<file path="src/arss_pkg.sv">
// Shared widths, constants and controller/datapath handshake types for the scaler.
`default_nettype none
package arss_pkg;

  // Field widths of the sample and result beats.
  localparam int CH_W     = 3;
  localparam int SAMPLE_W = 10;
  localparam int SCALED_W = 10;

  // Configuration port layout.
  localparam int CFG_W     = 9;
  localparam int CFG_IDX_W = 1;
  localparam int FACTOR_W  = 9;
  localparam int MASK_W    = 8;

  // Register indexes.
  localparam logic [CFG_IDX_W-1:0] REG_SMOOTHING = 1'd0;
  localparam logic [CFG_IDX_W-1:0] REG_INVERT    = 1'd1;

  // Reset values of the registers.
  localparam logic [FACTOR_W-1:0] FACTOR_RESET = 9'd64;
  localparam logic [MASK_W-1:0]   MASK_RESET   = 8'd0;

  // Smoothed value is unsigned Q10.8.
  localparam int SMOOTH_W = 18;

  // Scale and range constants.
  localparam logic [SCALED_W-1:0] FULL_SCALE = 10'd1000;
  localparam logic [SAMPLE_W-1:0] RAW_TOP    = 10'd1023;
  localparam logic [SMOOTH_W-1:0] SMOOTH_TOP = {RAW_TOP, 8'd0};

  // The quotient is below 1024, so it has ten bits and the divider takes one bit a cycle.
  localparam int DIV_STEPS = 10;
  localparam int DIV_CNT_W = $clog2(DIV_STEPS);

  // Commands from the controller to the datapath.
  typedef struct packed {
    logic idle;
    logic load;
    logic mulb;
    logic blend;
    logic scale;
    logic div_step;
    logic finish;
  } cmd_t;

  // Status from the datapath to the controller.
  typedef struct packed {
    logic in_valid;
    logic out_free;
  } sts_t;

endpackage
`default_nettype wire

</file>
<file path="src/arss_if.sv">
// Valid/ready channel interfaces for sample beats and result beats.
`default_nettype none
interface arss_in_if;
  logic                          valid;
  logic                          ready;
  logic [arss_pkg::CH_W-1:0]     channel;
  logic [arss_pkg::SAMPLE_W-1:0] sample;

  modport source(output valid, output channel, output sample, input ready);
  modport sink(input valid, input channel, input sample, output ready);
endinterface

interface arss_out_if;
  logic                          valid;
  logic                          ready;
  logic [arss_pkg::CH_W-1:0]     channel_out;
  logic [arss_pkg::SCALED_W-1:0] scaled;

  modport source(output valid, output channel_out, output scaled, input ready);
  modport sink(input valid, input channel_out, input scaled, output ready);
endinterface
`default_nettype wire

</file>
<file path="src/arss_ctrl.sv">
// Sequencing state machine that steps the datapath through one sample.
`default_nettype none
module arss_ctrl (
  input  logic          clk,
  input  logic          rst,
  input  arss_pkg::sts_t sts,
  output arss_pkg::cmd_t cmd
);
  import arss_pkg::*;

  localparam logic [2:0] ST_IDLE   = 3'd0;
  localparam logic [2:0] ST_LOAD   = 3'd1;
  localparam logic [2:0] ST_MULB   = 3'd2;
  localparam logic [2:0] ST_BLEND  = 3'd3;
  localparam logic [2:0] ST_SCALE  = 3'd4;
  localparam logic [2:0] ST_DIV    = 3'd5;
  localparam logic [2:0] ST_FINISH = 3'd6;

  localparam logic [DIV_CNT_W-1:0] DIV_LAST = DIV_CNT_W'(DIV_STEPS - 1);

  logic [2:0]           state;
  logic [2:0]           state_next;
  logic [DIV_CNT_W-1:0] cnt;
  logic [DIV_CNT_W-1:0] cnt_next;

  // Next-state logic.
  always_comb begin
    state_next = state;
    cnt_next   = cnt;
    case (state)
      ST_IDLE: begin
        if (sts.in_valid) begin
          state_next = ST_LOAD;
        end
      end
      ST_LOAD:  state_next = ST_MULB;
      ST_MULB:  state_next = ST_BLEND;
      ST_BLEND: state_next = ST_SCALE;
      ST_SCALE: begin
        state_next = ST_DIV;
        cnt_next   = '0;
      end
      ST_DIV: begin
        cnt_next = cnt + 1'b1;
        if (cnt == DIV_LAST) begin
          state_next = ST_FINISH;
        end
      end
      ST_FINISH: begin
        if (sts.out_free) begin
          state_next = ST_IDLE;
        end
      end
      default: state_next = ST_IDLE;
    endcase
  end

  always_ff @(posedge clk) begin
    if (rst) begin
      state <= ST_IDLE;
      cnt   <= '0;
    end else begin
      state <= state_next;
      cnt   <= cnt_next;
    end
  end

  // Command decode.
  always_comb begin
    cmd.idle     = (state == ST_IDLE);
    cmd.load     = (state == ST_LOAD);
    cmd.mulb     = (state == ST_MULB);
    cmd.blend    = (state == ST_BLEND);
    cmd.scale    = (state == ST_SCALE);
    cmd.div_step = (state == ST_DIV);
    cmd.finish   = (state == ST_FINISH) && sts.out_free;
  end

  // The divider never runs past its last step.
  a_cnt_bound: assert property (@(posedge clk) disable iff (rst)
    (state == ST_DIV) |-> (cnt <= DIV_LAST))
    else $error("divider step count out of range");

  // A result is only written when the output register can take it.
  a_finish_free: assert property (@(posedge clk) disable iff (rst)
    cmd.finish |-> sts.out_free)
    else $error("result written over a waiting beat");

  // After the last divider step the sequence always reaches the finish state.
  a_div_to_finish: assert property (@(posedge clk) disable iff (rst)
    (state == ST_DIV && cnt == DIV_LAST) |=> (state == ST_FINISH))
    else $error("divider did not hand over to finish");

endmodule
`default_nettype wire

</file>
<file path="src/arss_datapath.sv">
// Per-channel state, smoothing arithmetic, span divider and output register.
`default_nettype none
module arss_datapath #(
  parameter int CHANNELS = 8
) (
  input  logic                             clk,
  input  logic                             rst,
  arss_in_if.sink                          samples,
  arss_out_if.source                       results,
  input  logic                             cfg_we,
  input  logic [arss_pkg::CFG_IDX_W-1:0]   cfg_index,
  input  logic [arss_pkg::CFG_W-1:0]       cfg_data,
  input  arss_pkg::cmd_t                   cmd,
  output arss_pkg::sts_t                   sts
);
  import arss_pkg::*;

  // Only channels reachable through the channel field need storage.
  localparam int MAX_CH = 1 << CH_W;
  localparam int DEPTH  = (CHANNELS < MAX_CH) ? CHANNELS : MAX_CH;
  localparam int IDX_W  = (DEPTH > 1) ? $clog2(DEPTH) : 1;

  logic [FACTOR_W-1:0] smoothing_factor;
  logic [MASK_W-1:0]   invert_mask;

  logic [SAMPLE_W-1:0] ch_min [DEPTH];
  logic [SAMPLE_W-1:0] ch_max [DEPTH];
  logic [SMOOTH_W-1:0] smooth [DEPTH];

  logic [CH_W-1:0]     ch_q;
  logic [SAMPLE_W-1:0] s_q;
  logic [SAMPLE_W-1:0] lo;
  logic [SAMPLE_W-1:0] hi;
  logic [SMOOTH_W-1:0] v_old;
  logic [FACTOR_W-1:0] a_q;
  logic [18:0]         p1;
  logic [26:0]         p2;
  logic [SMOOTH_W-1:0] v_new;
  logic [SAMPLE_W-1:0] rem;
  logic [SAMPLE_W-1:0] quo;
  logic [SAMPLE_W-1:0] dvs;
  logic                zero_f;
  logic                full_f;
  logic                out_valid;
  logic [CH_W-1:0]     out_ch;
  logic [SCALED_W-1:0] out_scaled;

  logic                capture;
  logic                ch_ok;
  logic [IDX_W-1:0]    idx;
  logic [FACTOR_W-1:0] a_eff;
  logic [SAMPLE_W-1:0] lo_new;
  logic [SAMPLE_W-1:0] hi_new;
  logic [27:0]         blend_sum;
  logic [19:0]         v_calc;
  logic [SMOOTH_W-1:0] v_clamp;
  logic [18:0]         r_sum;
  logic [10:0]         r;
  logic [SAMPLE_W-1:0] diff;
  logic [19:0]         num;
  logic [10:0]         shifted;
  logic [11:0]         trial;
  logic [SCALED_W-1:0] mapped;
  logic [SCALED_W-1:0] result;

  // Handshake and status.
  assign capture          = samples.valid && cmd.idle;
  assign samples.ready    = cmd.idle;
  assign sts.in_valid     = samples.valid;
  assign sts.out_free     = !out_valid || results.ready;
  assign results.valid       = out_valid;
  assign results.channel_out = out_ch;
  assign results.scaled      = out_scaled;

  // Channel decode.
  assign ch_ok = (32'(ch_q) < CHANNELS);
  assign idx   = IDX_W'(ch_q);

  // A factor of zero acts as one, anything at or above 256 as 256.
  always_comb begin
    if (smoothing_factor == '0) begin
      a_eff = FACTOR_W'(1);
    end else if (smoothing_factor[FACTOR_W-1]) begin
      a_eff = FACTOR_W'(256);
    end else begin
      a_eff = smoothing_factor;
    end
  end

  // Range update against the stored minimum and maximum.
  assign lo_new = (s_q < ch_min[idx]) ? s_q : ch_min[idx];
  assign hi_new = (s_q > ch_max[idx]) ? s_q : ch_max[idx];

  // Blend of the weighted sample and the weighted old value, rounded half up.
  assign blend_sum = {1'b0, p1, 8'd0} + {1'b0, p2} + 28'd128;
  assign v_calc    = blend_sum[27:8];
  assign v_clamp   = (v_calc > 20'(SMOOTH_TOP)) ? SMOOTH_TOP : v_calc[SMOOTH_W-1:0];

  // Integer part of the smoothed value, rounded half up.
  assign r_sum = {1'b0, v_new} + 19'd128;
  assign r     = r_sum[18:8];
  assign diff  = r[SAMPLE_W-1:0] - lo;
  assign num   = 20'(diff) * 20'(FULL_SCALE);

  // One restoring divider step.
  assign shifted = {rem, quo[SAMPLE_W-1]};
  assign trial   = {1'b0, shifted} - {2'b00, dvs};

  // Final mapping, inversion and out-of-range channel.
  always_comb begin
    if (zero_f) begin
      mapped = '0;
    end else if (full_f) begin
      mapped = FULL_SCALE;
    end else begin
      mapped = quo;
    end
    if (!ch_ok) begin
      result = '0;
    end else if (invert_mask[ch_q]) begin
      result = FULL_SCALE - mapped;
    end else begin
      result = mapped;
    end
  end

  // Configuration registers.
  always_ff @(posedge clk) begin
    if (rst) begin
      smoothing_factor <= FACTOR_RESET;
      invert_mask      <= MASK_RESET;
    end else if (cfg_we) begin
      case (cfg_index)
        REG_SMOOTHING: smoothing_factor <= cfg_data;
        REG_INVERT:    invert_mask      <= cfg_data[MASK_W-1:0];
        default: ;
      endcase
    end
  end

  // Per-channel state, cleared by reset.
  always_ff @(posedge clk) begin
    if (rst) begin
      for (int i = 0; i < DEPTH; i++) begin
        ch_min[i] <= RAW_TOP;
        ch_max[i] <= '0;
        smooth[i] <= '0;
      end
    end else begin
      if (cmd.load && ch_ok) begin
        ch_min[idx] <= lo_new;
        ch_max[idx] <= hi_new;
      end
      if (cmd.blend && ch_ok) begin
        smooth[idx] <= v_clamp;
      end
    end
  end

  // Working registers of the sequence.
  always_ff @(posedge clk) begin
    if (capture) begin
      ch_q <= samples.channel;
      s_q  <= samples.sample;
    end
    if (cmd.load) begin
      lo    <= lo_new;
      hi    <= hi_new;
      v_old <= smooth[idx];
      a_q   <= a_eff;
      p1    <= 19'(a_eff) * 19'(s_q);
    end
    if (cmd.mulb) begin
      p2 <= 27'(FACTOR_W'(256) - a_q) * 27'(v_old);
    end
    if (cmd.blend) begin
      v_new <= v_clamp;
    end
    if (cmd.scale) begin
      zero_f <= (hi <= lo) || (r <= 11'(lo));
      full_f <= (r >= 11'(hi));
      rem    <= num[19:10];
      quo    <= num[9:0];
      dvs    <= hi - lo;
    end
    if (cmd.div_step) begin
      if (!trial[11]) begin
        rem <= trial[SAMPLE_W-1:0];
        quo <= {quo[SAMPLE_W-2:0], 1'b1};
      end else begin
        rem <= shifted[SAMPLE_W-1:0];
        quo <= {quo[SAMPLE_W-2:0], 1'b0};
      end
    end
  end

  // Output register; holds the beat until it is taken.
  always_ff @(posedge clk) begin
    if (rst) begin
      out_valid <= 1'b0;
    end else if (cmd.finish) begin
      out_valid <= 1'b1;
    end else if (results.ready) begin
      out_valid <= 1'b0;
    end
  end

  always_ff @(posedge clk) begin
    if (cmd.finish) begin
      out_ch     <= ch_q;
      out_scaled <= result;
    end
  end

  // The scaled value stays within full scale.
  a_scaled_range: assert property (@(posedge clk) disable iff (rst)
    out_valid |-> (out_scaled <= FULL_SCALE))
    else $error("scaled value above full scale");

  // A finished item always shows up at the output.
  a_finish_out: assert property (@(posedge clk) disable iff (rst)
    cmd.finish |=> out_valid)
    else $error("finished item not presented");

  // The stored smoothed value never leaves the converter range.
  a_smooth_range: assert property (@(posedge clk) disable iff (rst)
    (cmd.blend && ch_ok) |=> (smooth[idx] <= SMOOTH_TOP))
    else $error("smoothed value out of range");

endmodule
`default_nettype wire

</file>
<file path="src/auto_ranging_smoothing_scaler_unit.sv">
// A result is registered in the output register at the finish step, after the load, multiply,
// blend and scale steps and the ten steps of the one-bit-a-cycle span divider; a new sample
// is accepted only once the sequencer is back in idle, after the finish step of the last one.
// A waiting result is held in the output register; a further sample is taken meanwhile,
// and its finish step waits only while that register is still full.
// Reset (rst, synchronous) clears all channel state at once; no clearing pass follows.
`default_nettype none
module auto_ranging_smoothing_scaler_unit #(
  parameter int CHANNELS = 8
) (
  input  logic                           clk,
  input  logic                           rst,
  arss_in_if.sink                        samples,
  arss_out_if.source                     results,
  input  logic                           cfg_we,
  input  logic [arss_pkg::CFG_IDX_W-1:0] cfg_index,
  input  logic [arss_pkg::CFG_W-1:0]     cfg_data
);
  import arss_pkg::*;

  cmd_t cmd;
  sts_t sts;

  // Sequencer.
  arss_ctrl u_ctrl (
    .clk (clk),
    .rst (rst),
    .sts (sts),
    .cmd (cmd)
  );

  // Arithmetic and storage.
  arss_datapath #(
    .CHANNELS (CHANNELS)
  ) u_datapath (
    .clk       (clk),
    .rst       (rst),
    .samples   (samples),
    .results   (results),
    .cfg_we    (cfg_we),
    .cfg_index (cfg_index),
    .cfg_data  (cfg_data),
    .cmd       (cmd),
    .sts       (sts)
  );

endmodule
`default_nettype wire

</file>
<file path="src/flat_wrapper.sv">
// flat-port wrapper written by rule: the top's interface ports become plain ports
module auto_ranging_smoothing_scaler_unit_flat import arss_pkg::*;
#(
  parameter int CHANNELS = 8
)
  (clk, rst, cfg_we, cfg_index, cfg_data, samples_valid, samples_channel, samples_sample, samples_ready, results_valid, results_channel_out, results_scaled, results_ready);
  arss_in_if samples_i ();
  arss_out_if results_i ();
  input  logic clk;
  input  logic rst;
  input  logic cfg_we;
  input  logic [arss_pkg::CFG_IDX_W-1:0] cfg_index;
  input  logic [arss_pkg::CFG_W-1:0] cfg_data;
  input wire logic [$bits(samples_i.valid)-1:0] samples_valid;
  input wire logic [$bits(samples_i.channel)-1:0] samples_channel;
  input wire logic [$bits(samples_i.sample)-1:0] samples_sample;
  output wire logic [$bits(samples_i.ready)-1:0] samples_ready;
  output wire logic [$bits(results_i.valid)-1:0] results_valid;
  output wire logic [$bits(results_i.channel_out)-1:0] results_channel_out;
  output wire logic [$bits(results_i.scaled)-1:0] results_scaled;
  input wire logic [$bits(results_i.ready)-1:0] results_ready;
  assign samples_i.valid = samples_valid;
  assign samples_i.channel = samples_channel;
  assign samples_i.sample = samples_sample;
  assign samples_ready = samples_i.ready;
  assign results_valid = results_i.valid;
  assign results_channel_out = results_i.channel_out;
  assign results_scaled = results_i.scaled;
  assign results_i.ready = results_ready;
  auto_ranging_smoothing_scaler_unit #(.CHANNELS(CHANNELS)) u_core (.clk(clk), .rst(rst), .samples(samples_i), .results(results_i), .cfg_we(cfg_we), .cfg_index(cfg_index), .cfg_data(cfg_data));
endmodule
</file>
<file path="config.mk">
export PLATFORM = sky130hd
export DESIGN_NAME = auto_ranging_smoothing_scaler_unit_flat
export DESIGN_NICKNAME = d
export VERILOG_FILES = /design/src/arss_pkg.sv /design/src/arss_if.sv /design/src/arss_ctrl.sv /design/src/arss_datapath.sv /design/src/auto_ranging_smoothing_scaler_unit.sv /design/src/flat_wrapper.sv
export SDC_FILE = /design/constraint.sdc
export NUM_CORES = 2
export LEC_CHECK = 0
export ABC_AREA = 1
export BUFFER_PORTS_ARGS = -buffer_cell sky130_fd_sc_hd__buf_2
export CAP_MARGIN = 10
export CORE_ASPECT_RATIO = 1.1
export CORE_UTILIZATION = 25
export CTS_CLUSTER_DIAMETER = 80
export DETAILED_ROUTE_END_ITERATION = 12
export PLACE_DENSITY = 0.43
export SLEW_MARGIN = 15
export SYNTH_ARGS = -nofsm -noshare
export SYNTH_HDL_FRONTEND = slang
export SYNTH_SLANG_ARGS = --single-unit
</file>
<file path="constraint.sdc">
create_clock -name clk -period 8.16 [get_ports clk]
set_input_delay 1.224 -clock clk [delete_from_list [all_inputs] [get_ports clk]]
set_output_delay 1.224 -clock clk [all_outputs]
set_load 0.02 [all_outputs]
</file>
==> impl_metrics.py <==
metrics = {
    "outcome": {
        "status": "complete, no violations",
    },
    "sta": {
        "rsz0062_at_grt": "false",
        "finalClockSkew_ns": 0.0703,
        "finalHoldViolCount": 0,
        "min_period_ns": 7.08,
        "finalMaxSlewViolations": 0,
        "tightest_slew_ns": 1.15,
        "setup_viol": 0,
        "tns_ns": 0,
        "max_freq_mhz": 141,
        "max-slew-margin-rel_pct": 23.1,
        "period_share_pct": 86.7,
        "holdWs_ns": 0.475,
    },
    "detailed_routing": {
        "wirelength_um": 100000,
        "drt_iter0_drc": 1674,
        "drt-met1-wl_um": 46100,
        "drcViolationCount": 0,
        "ant_nets": 0,
        "vias": 24500,
        "top_layer": "met5",
        "wl_met3_um": 4320,
        "first_pass_iters": 5,
        "routedWlPerCell_um": 18.2,
        "vias_per_cell": 4.46,
        "wl_met2_um": 47100,
    },
    "critical_path": {
        "critPathSlowestCell": "fa_1",
        "rr_endpoint": "u_core.u_datapath.p2[20]$_DFFE_PP_",
        "cpPeakStageDelay_ns": 0.54,
        "path_class": "reg2reg",
        "critPathMostFrequentCell": "inv_1",
        "cp.required_ns": 8.53,
        "critPathCaptureType": "flip-flop",
        "crit_fanout": 19,
        "startpoint_type": "flip-flop",
        "reg2reg_depth": 30,
        "r2r_start": "u_core.u_datapath.a_q[0]$_DFFE_PN_",
        "arrival_ns": 7.45,
        "r2r_slack_ns": 1.08,
    },
    "floorplan": {
        "die_y_um": 388,
        "row_count": 141,
        "die_x_um": 353,
        "ios": 43,
        "core_mm2": 0.134,
        "start_util_pct": 25.2,
        "die-area_mm2": 0.137,
    },
    "global_routing": {
        "grt_pass1_wl_um": 154000,
        "grt_usage_pct": 14.6,
        "grt_pass1_vias": 25200,
        "overflow": 0,
        "grt_max_degree": 63,
        "antenna_found_initial": 6,
    },
    "final_layout": {
        "stdcell_area_mm2": 0.0382,
        "syn2layout_area_growth_pct": 12.7,
        "mostFrequentLayoutCells": "659 x inv_1, 592 x nand2_1, 462 x nor2_1",
        "layout-drive-gt1-share_pct": 6.59,
        "mostFrequentLayoutCell": "inv_1",
        "fin_nets": 4146,
    },
    "worst_hold_path": {
        "min_to": "u_core.u_datapath.invert_mask[4]$_SDFFE_PP0P_",
        "whs_path_depth": 2,
        "hold_class": "reg2reg",
        "worstHoldStart": "u_core.u_datapath.invert_mask[4]$_SDFFE_PP0P_",
    },
    "synthesis": {
        "yosysTopAreaCell": "edfxtp_1",
        "synthTopCellsByArea": "edfxtp_1 41%, fa_1 13%, ha_1 8.6%, inv_1 7.3%, nand2_1 6.6%",
        "syn-num-nets": 4110,
        "syn_area_per_cell_um2": 9.33,
        "ys_seq_elements": 487,
        "synth_warnings": 0,
        "synth_edf_count": 459,
        "netlist_area_mm2": 0.0339,
        "async_flop_share_pct": 0,
        "ys_seq_area_share_pct": 42.4,
        "synthFlopType": "edfxtp_1",
        "synth_cell_types": 55,
        "synth_top_area_share_pct": 40.7,
        "synthCells": 3632,
    },
    "placement": {
        "place_congestion": 0.828,
        "dp_hpwl_um": 73800,
        "port_buffers": 42,
        "place_area_mm2": 0.0363,
    },
    "cts": {
        "ctsHoldBuffers": 0,
        "clk_latency_ns": 0.69,
        "cts_buffers": 58,
        "root_buffer": "clkbuf_16",
        "clk_path_buf_depth": 3,
        "post-cts-setup-buffers": 0,
        "clk_pin_slew_ns": 0.06,
        "cts_sinks": 487,
        "ctsResizeCount": 0,
        "htreeDepth": 2,
        "cts_tree": "yes",
    },
    "run": {
        "drv_cap": 0,
    },
}
==> cell usage after synthesis, drive strengths merged, types with 9 or more instances <==
cell type,n
a21oi,142
a221oi,20
a22o,17
a22oi,27
buf,22
clkbuf,93
dfxtp,28
edfxtp,459
fa,217
ha,233
inv,670
nand2,603
nand3,169
nand4,20
nor2,481
nor3,20
o21ai,209
o21bai,9
o221ai,10
o22ai,33
xnor2,30
xor2,56
==> critical path, delay by kind of cell (launching register included) <==
family / cells / cell delay, ns
fa+ha+maj: 7 / 2.94
simple gates: 10 / 1.79
buf+inv: 9 / 0.94
compound gates: 3 / 0.63
flops: 1 / 0.35
xor+xnor: 1 / 0.15
==> sequential cells by signal, indices dropped and copies added, names as in the netlist, named ones only <==
signal and flops:
u_core.u_datapath.ch_min 80, u_core.u_datapath.s_q 10, u_core.u_datapath.smooth 144, u_core.u_ctrl.cnt 4, u_core.u_datapath.ch_max 80, u_core.u_datapath.smoothing_factor 9, u_core.u_datapath.zero_f 1, u_core.u_datapath.quo 10
u_core.u_datapath.p1 19, u_core.u_datapath.v_new 11, u_core.u_datapath.rem 10, u_core.u_ctrl.state 3, u_core.u_datapath.a_q 9, u_core.u_datapath.results.channel_out 3, u_core.u_datapath.ch_q 3, u_core.u_datapath.lo 10
u_core.u_datapath.v_old 18, u_core.u_datapath.p2 20, u_core.u_datapath.results.valid 1, u_core.u_datapath.invert_mask 8, u_core.u_datapath.dvs 10, u_core.u_datapath.hi 10, u_core.u_datapath.results.scaled 10, u_core.u_datapath.full_f 1
==> logic make-up after synthesis <==
logic type	count (synthesis)	synth area share, %
AOI/OAI and AO/OA	502	8.64
xor gates and xnor gates	86	2.22
adders and majority gates	450	21.4
buffers and inverters	790	8.88
DFF	487	42.4
and+or+nand+nor	1317	16.5
==> how the worst max path moves through the flow <==
stage / start / endpoint / slack, ns / cells past startpoint
global route: u_core.u_datapath.a_q[0]$_DFFE_PN_ / u_core.u_datapath.p2[20]$_DFFE_PP_ / 0.61 / 31
finish: u_core.u_datapath.a_q[0]$_DFFE_PN_ / u_core.u_datapath.p2[20]$_DFFE_PP_ / 1.08 / 30
floorplan: u_core.u_datapath.a_q[0]$_DFFE_PN_ / u_core.u_datapath.p2[24]$_DFFE_PP_ / 1.72 / 32
global placement: u_core.u_datapath.a_q[0]$_DFFE_PN_ / u_core.u_datapath.p2[20]$_DFFE_PP_ / 1.02 / 30
CTS: u_core.u_datapath.a_q[0]$_DFFE_PN_ / u_core.u_datapath.p2[20]$_DFFE_PP_ / 1.02 / 30
detailed placement: u_core.u_datapath.a_q[0]$_DFFE_PN_ / u_core.u_datapath.p2[24]$_DFFE_PP_ / 1.05 / 31
==> final cells by class <==
cell class	instances	area, um^2
Multi-Input combinational cell	2355	16600
Fill cell	14300	96300
Tap cell	1787	2240
Timing Repair Buffer	91	578
Clock inverter	34	394
Sequential cell	487	14300
Clock buffer	73	1520
Inverter	675	2530
Antenna cell	3	7.51
==> stage by stage <==
| step | cells | utilization, % | worst slack [ns] |
|---|---|---|---|
| after floorplan | 3632 | - | 1.72 |
| after global placement | 5395 | 27.0 | 1.02 |
| after detailed placement | 5395 | 27.0 | 1.05 |
| after CTS | 5502 | 28.4 | 1.02 |
| after global routing | 5502 | 28.4 | 0.608 |
| final | 5505 | 28.4 | 1.08 |
==> layer usage <==
| metal | vias to the layer above | track usage [%] |
|---|---|---|
| li1 | 11900 | - |
| met1 | 12000 | 19.7 |
| met2 | 445 | 24.6 |
| met5 | - | 0 |
| met4 | 10 | 3.83 |
| met3 | 128 | 1.97 |
Power is left out: the tool's default activity adds up to more than one toggle a clock period on the data nets, which glitch-free logic cannot reach.
